==> config.mk <==
export PLATFORM = sky130hd
export DESIGN_NAME = bitmap_run_allocator_flat
export DESIGN_NICKNAME = d
export VERILOG_FILES = /design/src/bra_pkg.sv /design/src/bra_if.sv /design/src/bra_map.sv /design/src/bra_scan.sv /design/src/bitmap_run_allocator.sv /design/src/flat_wrapper.sv
export SDC_FILE = /design/constraint.sdc
export NUM_CORES = 1
export LEC_CHECK = 0
export BUFFER_PORTS_ARGS = -buffer_cell sky130_fd_sc_hd__buf_4
export CAP_MARGIN = 15
export CELL_PAD_IN_SITES_DETAIL_PLACEMENT = 1
export CELL_PAD_IN_SITES_GLOBAL_PLACEMENT = 1
export CORE_MARGIN = 2
export CORE_UTILIZATION = 25
export CTS_CLUSTER_SIZE = 8
export DETAILED_ROUTE_END_ITERATION = 16
export PLACE_DENSITY = 0.55
export SYNTH_ARGS = -nofsm -noshare
export SYNTH_HDL_FRONTEND = slang
export SYNTH_SLANG_ARGS = --single-unit
==> constraint.sdc <==
create_clock -name i_clk -period 9.1 [get_ports i_clk]
set_input_delay 0.455 -clock i_clk [delete_from_list [all_inputs] [get_ports i_clk]]
set_output_delay 0.455 -clock i_clk [all_outputs]
set_load 0.005 [all_outputs]
==> src/bra_pkg.sv <==
package bra_pkg;

    // Request kinds
    typedef logic [1:0] t_kind;
    localparam t_kind KIND_READ  = 2'd0;
    localparam t_kind KIND_SET   = 2'd1;
    localparam t_kind KIND_CLEAR = 2'd2;
    localparam t_kind KIND_FIND  = 2'd3;

    // Bit index into the map, byte index, run counter
    typedef logic [7:0] t_bitpos;
    typedef logic [4:0] t_byte_idx;
    typedef logic [7:0] t_byte;
    typedef logic [8:0] t_run_cnt;

    // Register map
    localparam int          APB_AW          = 2;
    localparam logic [1:0]  REG_BYTES_IN_USE = 2'd0;
    localparam logic [5:0]  BYTES_IN_USE_RST = 6'd32;

    // Map port command
    typedef struct packed {
        logic      rd_en;
        t_byte_idx rd_addr;
        logic      wr_en;
        t_byte_idx wr_addr;
        t_byte     wr_data;
    } t_map_cmd;

    // Run scanner control and result
    typedef struct packed {
        logic clear;
        logic step;
    } t_scan_ctl;

    typedef struct packed {
        logic    hit;
        t_bitpos start;
    } t_scan_res;

endpackage

==> src/bra_if.sv <==
// Request channel
interface bra_req_if;
    logic             valid;
    logic             ready;
    bra_pkg::t_kind   kind;
    bra_pkg::t_bitpos position;
    bra_pkg::t_bitpos run_length;

    modport source (output valid, output kind, output position, output run_length,
                    input ready);
    modport sink   (input valid, input kind, input position, input run_length,
                    output ready);
endinterface

// Result channel
interface bra_rsp_if;
    logic             valid;
    logic             ready;
    logic             bit_value;
    logic             found;
    bra_pkg::t_bitpos start_position;

    modport source (output valid, output bit_value, output found, output start_position,
                    input ready);
    modport sink   (input valid, input bit_value, input found, input start_position,
                    output ready);
endinterface

==> src/bra_map.sv <==
module bra_map #(
    parameter int MAP_BYTES = 32
) (
    input  logic              i_clk,
    input  logic              i_rst_n,
    input  bra_pkg::t_map_cmd i_cmd,
    output bra_pkg::t_byte    o_rd_data
);
    import bra_pkg::*;

    localparam int AW = (MAP_BYTES > 1) ? $clog2(MAP_BYTES) : 1;

    t_byte                r_mem [MAP_BYTES];
    logic [MAP_BYTES-1:0] r_valid;
    t_byte                r_rd_data;

    logic [AW-1:0] w_rd_addr;
    logic [AW-1:0] w_wr_addr;

    assign w_rd_addr = i_cmd.rd_addr[AW-1:0];
    assign w_wr_addr = i_cmd.wr_addr[AW-1:0];

    // Map storage, no reset; unwritten bytes read as zero via valid bits
    always_ff @(posedge i_clk) begin
        if (i_cmd.wr_en) begin
            r_mem[w_wr_addr] <= i_cmd.wr_data;
        end
    end

    always_ff @(posedge i_clk) begin
        if (!i_rst_n) begin
            r_valid <= '0;
        end else if (i_cmd.wr_en) begin
            r_valid[w_wr_addr] <= 1'b1;
        end
    end

    // Registered read port
    always_ff @(posedge i_clk) begin
        if (i_cmd.rd_en) begin
            r_rd_data <= r_valid[w_rd_addr] ? r_mem[w_rd_addr] : '0;
        end
    end

    assign o_rd_data = r_rd_data;

endmodule

==> src/bra_scan.sv <==
module bra_scan (
    input  logic                i_clk,
    input  logic                i_rst_n,
    input  bra_pkg::t_scan_ctl  i_ctl,
    input  bra_pkg::t_byte      i_byte,
    input  bra_pkg::t_byte_idx  i_byte_idx,
    input  bra_pkg::t_bitpos    i_len,
    output bra_pkg::t_scan_res  o_res
);
    import bra_pkg::*;

    t_run_cnt r_count;
    t_run_cnt n_count;
    logic     w_hit;
    logic [2:0] w_hit_bit;

    // Walk the eight bits of this byte, LSB first
    always_comb begin
        n_count   = r_count;
        w_hit     = 1'b0;
        w_hit_bit = '0;
        for (int j = 0; j < 8; j++) begin
            if (i_byte[j]) begin
                n_count = n_count + 9'd1;
            end else begin
                n_count = '0;
            end
            if (!w_hit && (n_count == {1'b0, i_len})) begin
                w_hit     = 1'b1;
                w_hit_bit = 3'(j);
            end
        end
    end

    // Run length carried across bytes
    always_ff @(posedge i_clk) begin
        if (!i_rst_n) begin
            r_count <= '0;
        end else if (i_ctl.clear) begin
            r_count <= '0;
        end else if (i_ctl.step) begin
            r_count <= n_count;
        end
    end

    // start = bit index + 1 - length, modulo 256
    assign o_res.hit   = w_hit;
    assign o_res.start = {i_byte_idx, w_hit_bit} + 8'd1 - i_len;

endmodule

==> src/bitmap_run_allocator.sv <==
// Bitmap run allocator: a map of MAP_BYTES*8 bits where 1 marks a free slot, cleared at
// reset (no clearing pass; per-byte valid bits make it read as zero at once). Requests
// read, set or clear one bit, or find the first run of run_length ones, scanning from bit 0
// over min(bytes_in_use, MAP_BYTES) bytes. Read, set and clear pass from accept through an op
// state to a done state; a find goes to done directly if run_length or bytes_in_use is zero, else
// scans to a hit or the last used byte; the map memory delivers one byte per cycle through its
// registered read port and the scanner consumes one byte per cycle. One request is in work
// at a time; a finished word waits in the output register while the next is accepted.
// bytes_in_use sits at APB address 0 and may be written only while the block is idle.
module bitmap_run_allocator #(
    parameter int MAP_BYTES = 32
) (
    input  logic                       i_clk,
    input  logic                       i_rst_n,
    input  logic                       psel,
    input  logic                       penable,
    input  logic                       pwrite,
    input  logic [bra_pkg::APB_AW-1:0] paddr,
    input  logic [31:0]                pwdata,
    output logic [31:0]                prdata,
    output logic                       pready,
    bra_req_if.sink                    i_req,
    bra_rsp_if.source                  o_rsp
);
    import bra_pkg::*;

    localparam logic [1:0] ST_IDLE = 2'd0;
    localparam logic [1:0] ST_OP   = 2'd1;
    localparam logic [1:0] ST_SCAN = 2'd2;
    localparam logic [1:0] ST_DONE = 2'd3;

    logic [1:0] r_state, n_state;
    t_kind      r_kind;
    t_bitpos    r_pos;
    t_bitpos    r_len;
    t_byte_idx  r_idx, n_idx;
    t_byte_idx  r_last, n_last;
    logic [5:0] r_biu;

    logic       r_res_bit, n_res_bit;
    logic       r_res_found, n_res_found;
    t_bitpos    r_res_start, n_res_start;

    logic       r_out_valid;
    logic       r_out_bit;
    logic       r_out_found;
    t_bitpos    r_out_start;

    logic       w_acc;
    logic       w_load_out;
    logic [5:0] w_nbytes;
    logic       w_in_range;
    t_byte      w_mask;
    t_byte      w_rd_data;
    t_map_cmd   w_cmd;
    t_scan_ctl  w_scan_ctl;
    t_scan_res  w_scan_res;

    // APB config port
    assign pready = 1'b1;
    assign prdata = (paddr == REG_BYTES_IN_USE) ? {26'd0, r_biu} : 32'd0;

    always_ff @(posedge i_clk) begin
        if (!i_rst_n) begin
            r_biu <= BYTES_IN_USE_RST;
        end else if (psel && penable && pwrite && pready && (paddr == REG_BYTES_IN_USE)) begin
            r_biu <= pwdata[5:0];
        end
    end

    // Handshake
    assign i_req.ready = (r_state == ST_IDLE);
    assign w_acc       = i_req.valid && i_req.ready;
    assign w_load_out  = (r_state == ST_DONE) && (!r_out_valid || o_rsp.ready);

    assign w_nbytes   = (r_biu > 6'(MAP_BYTES)) ? 6'(MAP_BYTES) : r_biu;
    assign w_in_range = ({1'b0, r_pos[7:3]} < 6'(MAP_BYTES));
    assign w_mask     = 8'd1 << r_pos[2:0];

    bra_map #(
        .MAP_BYTES (MAP_BYTES)
    ) u_map (
        .i_clk     (i_clk),
        .i_rst_n   (i_rst_n),
        .i_cmd     (w_cmd),
        .o_rd_data (w_rd_data)
    );

    bra_scan u_scan (
        .i_clk      (i_clk),
        .i_rst_n    (i_rst_n),
        .i_ctl      (w_scan_ctl),
        .i_byte     (w_rd_data),
        .i_byte_idx (r_idx),
        .i_len      (r_len),
        .o_res      (w_scan_res)
    );

    // Sequencer
    always_comb begin
        n_state     = r_state;
        n_idx       = r_idx;
        n_last      = r_last;
        n_res_bit   = r_res_bit;
        n_res_found = r_res_found;
        n_res_start = r_res_start;
        w_cmd       = '0;
        w_scan_ctl  = '0;
        unique case (r_state)
            ST_IDLE: begin
                if (w_acc) begin
                    n_res_bit   = 1'b0;
                    n_res_found = 1'b0;
                    n_res_start = '0;
                    if (i_req.kind != KIND_FIND) begin
                        w_cmd.rd_en   = 1'b1;
                        w_cmd.rd_addr = i_req.position[7:3];
                        n_state       = ST_OP;
                    end else if ((i_req.run_length == '0) || (w_nbytes == '0)) begin
                        n_state = ST_DONE;
                    end else begin
                        w_cmd.rd_en      = 1'b1;
                        w_cmd.rd_addr    = '0;
                        w_scan_ctl.clear = 1'b1;
                        n_idx            = '0;
                        n_last           = 5'(w_nbytes - 6'd1);
                        n_state          = ST_SCAN;
                    end
                end
            end
            ST_OP: begin
                unique case (r_kind)
                    KIND_READ: begin
                        n_res_bit = w_in_range & w_rd_data[r_pos[2:0]];
                    end
                    KIND_SET: begin
                        w_cmd.wr_en   = w_in_range;
                        w_cmd.wr_addr = r_pos[7:3];
                        w_cmd.wr_data = w_rd_data | w_mask;
                    end
                    KIND_CLEAR: begin
                        w_cmd.wr_en   = w_in_range;
                        w_cmd.wr_addr = r_pos[7:3];
                        w_cmd.wr_data = w_rd_data & ~w_mask;
                    end
                    default: begin
                    end
                endcase
                n_state = ST_DONE;
            end
            ST_SCAN: begin
                w_scan_ctl.step = 1'b1;
                if (w_scan_res.hit) begin
                    n_res_found = 1'b1;
                    n_res_start = w_scan_res.start;
                    n_state     = ST_DONE;
                end else if (r_idx == r_last) begin
                    n_state = ST_DONE;
                end else begin
                    w_cmd.rd_en   = 1'b1;
                    w_cmd.rd_addr = r_idx + 5'd1;
                    n_idx         = r_idx + 5'd1;
                end
            end
            ST_DONE: begin
                if (w_load_out) begin
                    n_state = ST_IDLE;
                end
            end
            default: begin
                n_state = ST_IDLE;
            end
        endcase
    end

    always_ff @(posedge i_clk) begin
        if (!i_rst_n) begin
            r_state <= ST_IDLE;
        end else begin
            r_state <= n_state;
        end
    end

    // Request and working registers
    always_ff @(posedge i_clk) begin
        if (w_acc) begin
            r_kind <= i_req.kind;
            r_pos  <= i_req.position;
            r_len  <= i_req.run_length;
        end
        r_idx       <= n_idx;
        r_last      <= n_last;
        r_res_bit   <= n_res_bit;
        r_res_found <= n_res_found;
        r_res_start <= n_res_start;
    end

    // Output register
    always_ff @(posedge i_clk) begin
        if (!i_rst_n) begin
            r_out_valid <= 1'b0;
        end else if (w_load_out) begin
            r_out_valid <= 1'b1;
        end else if (o_rsp.ready) begin
            r_out_valid <= 1'b0;
        end
    end

    always_ff @(posedge i_clk) begin
        if (w_load_out) begin
            r_out_bit   <= r_res_bit;
            r_out_found <= r_res_found;
            r_out_start <= r_res_start;
        end
    end

    assign o_rsp.valid          = r_out_valid;
    assign o_rsp.bit_value      = r_out_bit;
    assign o_rsp.found          = r_out_found;
    assign o_rsp.start_position = r_out_start;

`ifndef SYNTHESIS
    // A result word never claims both a bit read and a found run
    a_res_excl: assert property (@(posedge i_clk) disable iff (!i_rst_n)
        o_rsp.valid |-> !(o_rsp.bit_value && o_rsp.found))
        else $error("result carries both bit_value and found");

    // Start position is zero unless a run was found
    a_start_zero: assert property (@(posedge i_clk) disable iff (!i_rst_n)
        (o_rsp.valid && !o_rsp.found) |-> (o_rsp.start_position == '0))
        else $error("start_position nonzero without found");

    // Scan never walks past the last byte in use
    a_scan_bound: assert property (@(posedge i_clk) disable iff (!i_rst_n)
        (r_state == ST_SCAN) |-> (r_idx <= r_last))
        else $error("scan index beyond last byte");

    // An accepted request always starts work
    a_acc_busy: assert property (@(posedge i_clk) disable iff (!i_rst_n)
        w_acc |=> (r_state != ST_IDLE))
        else $error("accepted request left block idle");

    // A finished result waits while the output word is stalled
    a_done_hold: assert property (@(posedge i_clk) disable iff (!i_rst_n)
        ((r_state == ST_DONE) && r_out_valid && !o_rsp.ready) |=> (r_state == ST_DONE))
        else $error("result dropped while output stalled");
`endif

endmodule
==> src/flat_wrapper.sv <==
// flat-port wrapper written by rule: the top's interface ports become plain ports
module bitmap_run_allocator_flat import bra_pkg::*;
#(
    parameter int MAP_BYTES = 32
)
  (i_clk, i_rst_n, psel, penable, pwrite, paddr, pwdata, prdata, pready, i_req_valid, i_req_kind, i_req_position, i_req_run_length, i_req_ready, o_rsp_valid, o_rsp_bit_value, o_rsp_found, o_rsp_start_position, o_rsp_ready);
  bra_req_if i_req_i ();
  bra_rsp_if o_rsp_i ();
  input  logic i_clk;
  input  logic i_rst_n;
  input  logic psel;
  input  logic penable;
  input  logic pwrite;
  input  logic [bra_pkg::APB_AW-1:0] paddr;
  input  logic [31:0] pwdata;
  output logic [31:0] prdata;
  output logic pready;
  input wire logic [$bits(i_req_i.valid)-1:0] i_req_valid;
  input wire logic [$bits(i_req_i.kind)-1:0] i_req_kind;
  input wire logic [$bits(i_req_i.position)-1:0] i_req_position;
  input wire logic [$bits(i_req_i.run_length)-1:0] i_req_run_length;
  output wire logic [$bits(i_req_i.ready)-1:0] i_req_ready;
  output wire logic [$bits(o_rsp_i.valid)-1:0] o_rsp_valid;
  output wire logic [$bits(o_rsp_i.bit_value)-1:0] o_rsp_bit_value;
  output wire logic [$bits(o_rsp_i.found)-1:0] o_rsp_found;
  output wire logic [$bits(o_rsp_i.start_position)-1:0] o_rsp_start_position;
  input wire logic [$bits(o_rsp_i.ready)-1:0] o_rsp_ready;
  assign i_req_i.valid = i_req_valid;
  assign i_req_i.kind = i_req_kind;
  assign i_req_i.position = i_req_position;
  assign i_req_i.run_length = i_req_run_length;
  assign i_req_ready = i_req_i.ready;
  assign o_rsp_valid = o_rsp_i.valid;
  assign o_rsp_bit_value = o_rsp_i.bit_value;
  assign o_rsp_found = o_rsp_i.found;
  assign o_rsp_start_position = o_rsp_i.start_position;
  assign o_rsp_i.ready = o_rsp_ready;
  bitmap_run_allocator #(.MAP_BYTES(MAP_BYTES)) u_core (.i_clk(i_clk), .i_rst_n(i_rst_n), .psel(psel), .penable(penable), .pwrite(pwrite), .paddr(paddr), .pwdata(pwdata), .prdata(prdata), .pready(pready), .i_req(i_req_i), .o_rsp(o_rsp_i));
endmodule
==> run metrics <==
CTS Buf Count=a little over 50; die area=0.0780 mm^2; RSZ-0062 raised after global routing=false; routed wire length=slightly below 60000 um; GRT Util Overall=0.148; Setup crit end kind=flop; critical path class=reg2reg; most common library cell in the layout ignoring fill and taps=edfxtp_1; clock buffer depth=3; layout cell share with drive strength beyond 1=0.132; Crit path max-delay family=simple AND/OR/NAND/NOR gates; post-route cell area=between 0.02 and 0.025 mm^2; # IOs=104; CTS clock-pin slew for the worst setup and hold paths=about 0.05 ns; CTS tree=done; area of the core=0.0747 mm^2; Pins Over Slew Limit=0; biggest cell delay along the critical path=between 0.7 and 0.8 ns; final core occ=0.297; Post-synth top flop=edfxtp_1; Worst Path Buf+Inv=5; Reg2Reg Depth=30; PortBufs=50; Slew HR=0.122; clock group share of total power=0.293; post-DP HPWL=~40000 um; maximum capacitance violations=0; logic gate share of total power=0.357; post-synthesis sequential area ratio=0.547; post-place instance area=between 0.02 and 0.025 mm^2; Critical Path RT=~9.5 ns; initial core utilization=0.254; Int Pwr=3.78 mW; vias per cell=between 4 and 5; Hold Crit Start=i_req_run_length[5]; CTS HTree Levels=2; most used cell, CP=buf_4; cells after synthesis=about 1700; Fin. Hold Viols=0; status=completed; reg2reg setup slack=approximately 0.50 ns; sw frac=0.374; die width=between 200 and 300 um; share of the synthesized area in the top cell type=0.494; final setup vio count=0; # rows=100; number of synthesized register bits=362; Crit-path slowest cell=or4_1; worst skew pair latency=0.59 ns; DRT Pass-1 Iters=5; setup_tns=0 ns; reg2reg start=u_core.u_scan.r_count[0]; worst r2r dst=u_core.u_map.o_rd_data[0]; VDD IR-drop max=approximately 0.00015 V; synth top area cells=edfxtp_1 (49%), dfxtp_1 (5.3%), mux2i_1 (4.3%); vias in the first global route=14200; worst slew pin tran=around 1.3 ns; hold path cells=1; largest net degree at the start of global routing=39; Async SR Flop Fraction=0; gpl congestion=0.818; Syn Std Cell Area=between 0.015 and 0.02 mm^2; most frequent cells in the layout=edfxtp_1 (312), nand2_1 (207), nor2_1 (161), buf_4 (109), nand3_1 (82); clock root buffer=clkbuf_16; global-route wire length before repair=~89000 um; Vias=about 14000; hold crit path type=in2reg; CP startpoint kind=flop; crit path max fanout=10; Distinct cells, synth=around 100; fmax=approximately 120 MHz; CTS Hold Bufs=0; worst hold endpoint=u_core.r_len[5]; Post-synth EDFFs=between 300 and 400; syn_area_per_cell=roughly 11 um^2; Synth area leader=edfxtp_1; skew final=just under 0.02 ns; GRT overflow=0; Pleak=about 7.7 nW; nets=1881; Period minus WS final=around 8.6 ns; DR iter-0 viols=811; DR WL/cell=21.1 um; Synth-to-Final Area Change=17.2%; Period Utilization, post-route=0.946; yosys warns=0; Psw=around 2.3 mW; antenna violations before repair=0; CP arrival=8.98 ns; sequential power share=0.350; Die Y=279 um; Power Dens Cells=approximately 270 mW/mm^2; clock sinks=362; number of remaining DRC errors=0; Detail Route Antenna Nets=0
-- metal layers --
layer  global-route usage  up-vias  share of wire
li1                     -     6454              -
met1                0.199     6975           0.46
met2                0.253      208           0.49
met3               0.0196       72          0.032
met4               0.0359        0          0.019
met5                    0        -              0
-- repair_timing --
item / CTS / global route
gates resized for setup: 0 / 17
endpoints found under the setup margin: 0 / 10
buffers inserted: 0 / 8
-- through the flow --
step           hold slack (ns)  worst slack (ns)  instances  power, mW
6_report                0.0613             0.495       2802       6.04
2_1_floorplan            0.400              1.47       1744       3.48
3_3_place_gp             0.410             0.306       2697       4.21
5_1_grt                 0.0328            0.0937       2801       6.37
4_1_cts                 0.0309            0.0736       2792       6.06
3_5_place_dp             0.406             0.158       2697       4.26
-- final cells by class --
| cell class | count | area, um^2 |
|---|---|---|
| antenna | 1 | 2.50 |
| clock buffer | 92 | 1450 |
| clock inverter | 3 | 30.0 |
| fill | 8288 | 52500 |
| inverter | 44 | 165 |
| multi-input combinational | 1218 | 8100 |
| sequential | 362 | 10400 |
| tap | 969 | 1210 |
| timing repair buffer | 113 | 885 |
-- worst max-delay path by stage --
stage	to	startpoint	cells past startpoint
4_1_cts	u_core.u_map.o_rd_data[0]	u_core.u_scan.r_count[0]	29
6_report	u_core.u_map.o_rd_data[0]	u_core.u_scan.r_count[0]	30
3_5_place_dp	u_core.u_map.o_rd_data[0]	u_core.u_scan.r_count[0]	29
5_1_grt	u_core.r_res_start[7]	u_core.u_scan.r_count[0]	37
2_1_floorplan	u_core.r_res_start[7]	u_core.u_scan.r_count[1]	40
3_3_place_gp	u_core.u_map.o_rd_data[0]	u_core.u_scan.r_count[0]	28
-- Yosys cell counts (17+ instances only) --
master,instances
a21oi_1,59
nand2_1,207
buf_2,32
a31oi_1,26
buf_4,30
inv_1,37
a211oi_1,33
clkbuf_1,46
ha_1,31
mux2i_1,81
nor2_1,162
xnor2_1,70
and2_1,31
nand2b_1,21
o21ai_0,36
xor2_1,22
edfxtp_1,312
nor3_1,23
dfxtp_1,50
a32oi_1,38
nand3_1,82
and3_1,17
-- sequential cells by signal, indices dropped and copies added (netlist names), 2 cells and up --
signal	cells
u_core.r_biu	6
u_core.u_map.r_mem	256
u_core.r_kind	2
u_core.r_len	8
u_core.r_res_start	8
u_core.o_rsp.start_position	8
u_core.u_scan.r_count	9
u_core.r_last	5
u_core.u_map.r_valid	32
u_core.r_pos	8
u_core.r_state	2
u_core.u_map.o_rd_data	8
u_core.r_idx	5
-- logic make-up after synthesis --
group / share of synthesized area
buffers and inverters: 0.0415
XOR/XNOR: 0.0474
flip-flops: 0.547
AO/OA/AOI/OAI: 0.124
multiplexers: 0.0521
AND/OR/NAND/NOR: 0.166
adder cells (fa/ha/maj): 0.0215
other: 0.000396
-- power by group through the flow --
stage                     combinational (mW)  sequential [mW]  clock, mW
final                                   2.16             2.11       1.77
after global routing                    2.36             2.13       1.89
after CTS                               2.13             2.11       1.82
after detailed placement                2.12             2.14          0
after global placement                  2.07             2.14          0
after floorplan                         1.42             2.05          0
Power figures use the tool's default switching activity.
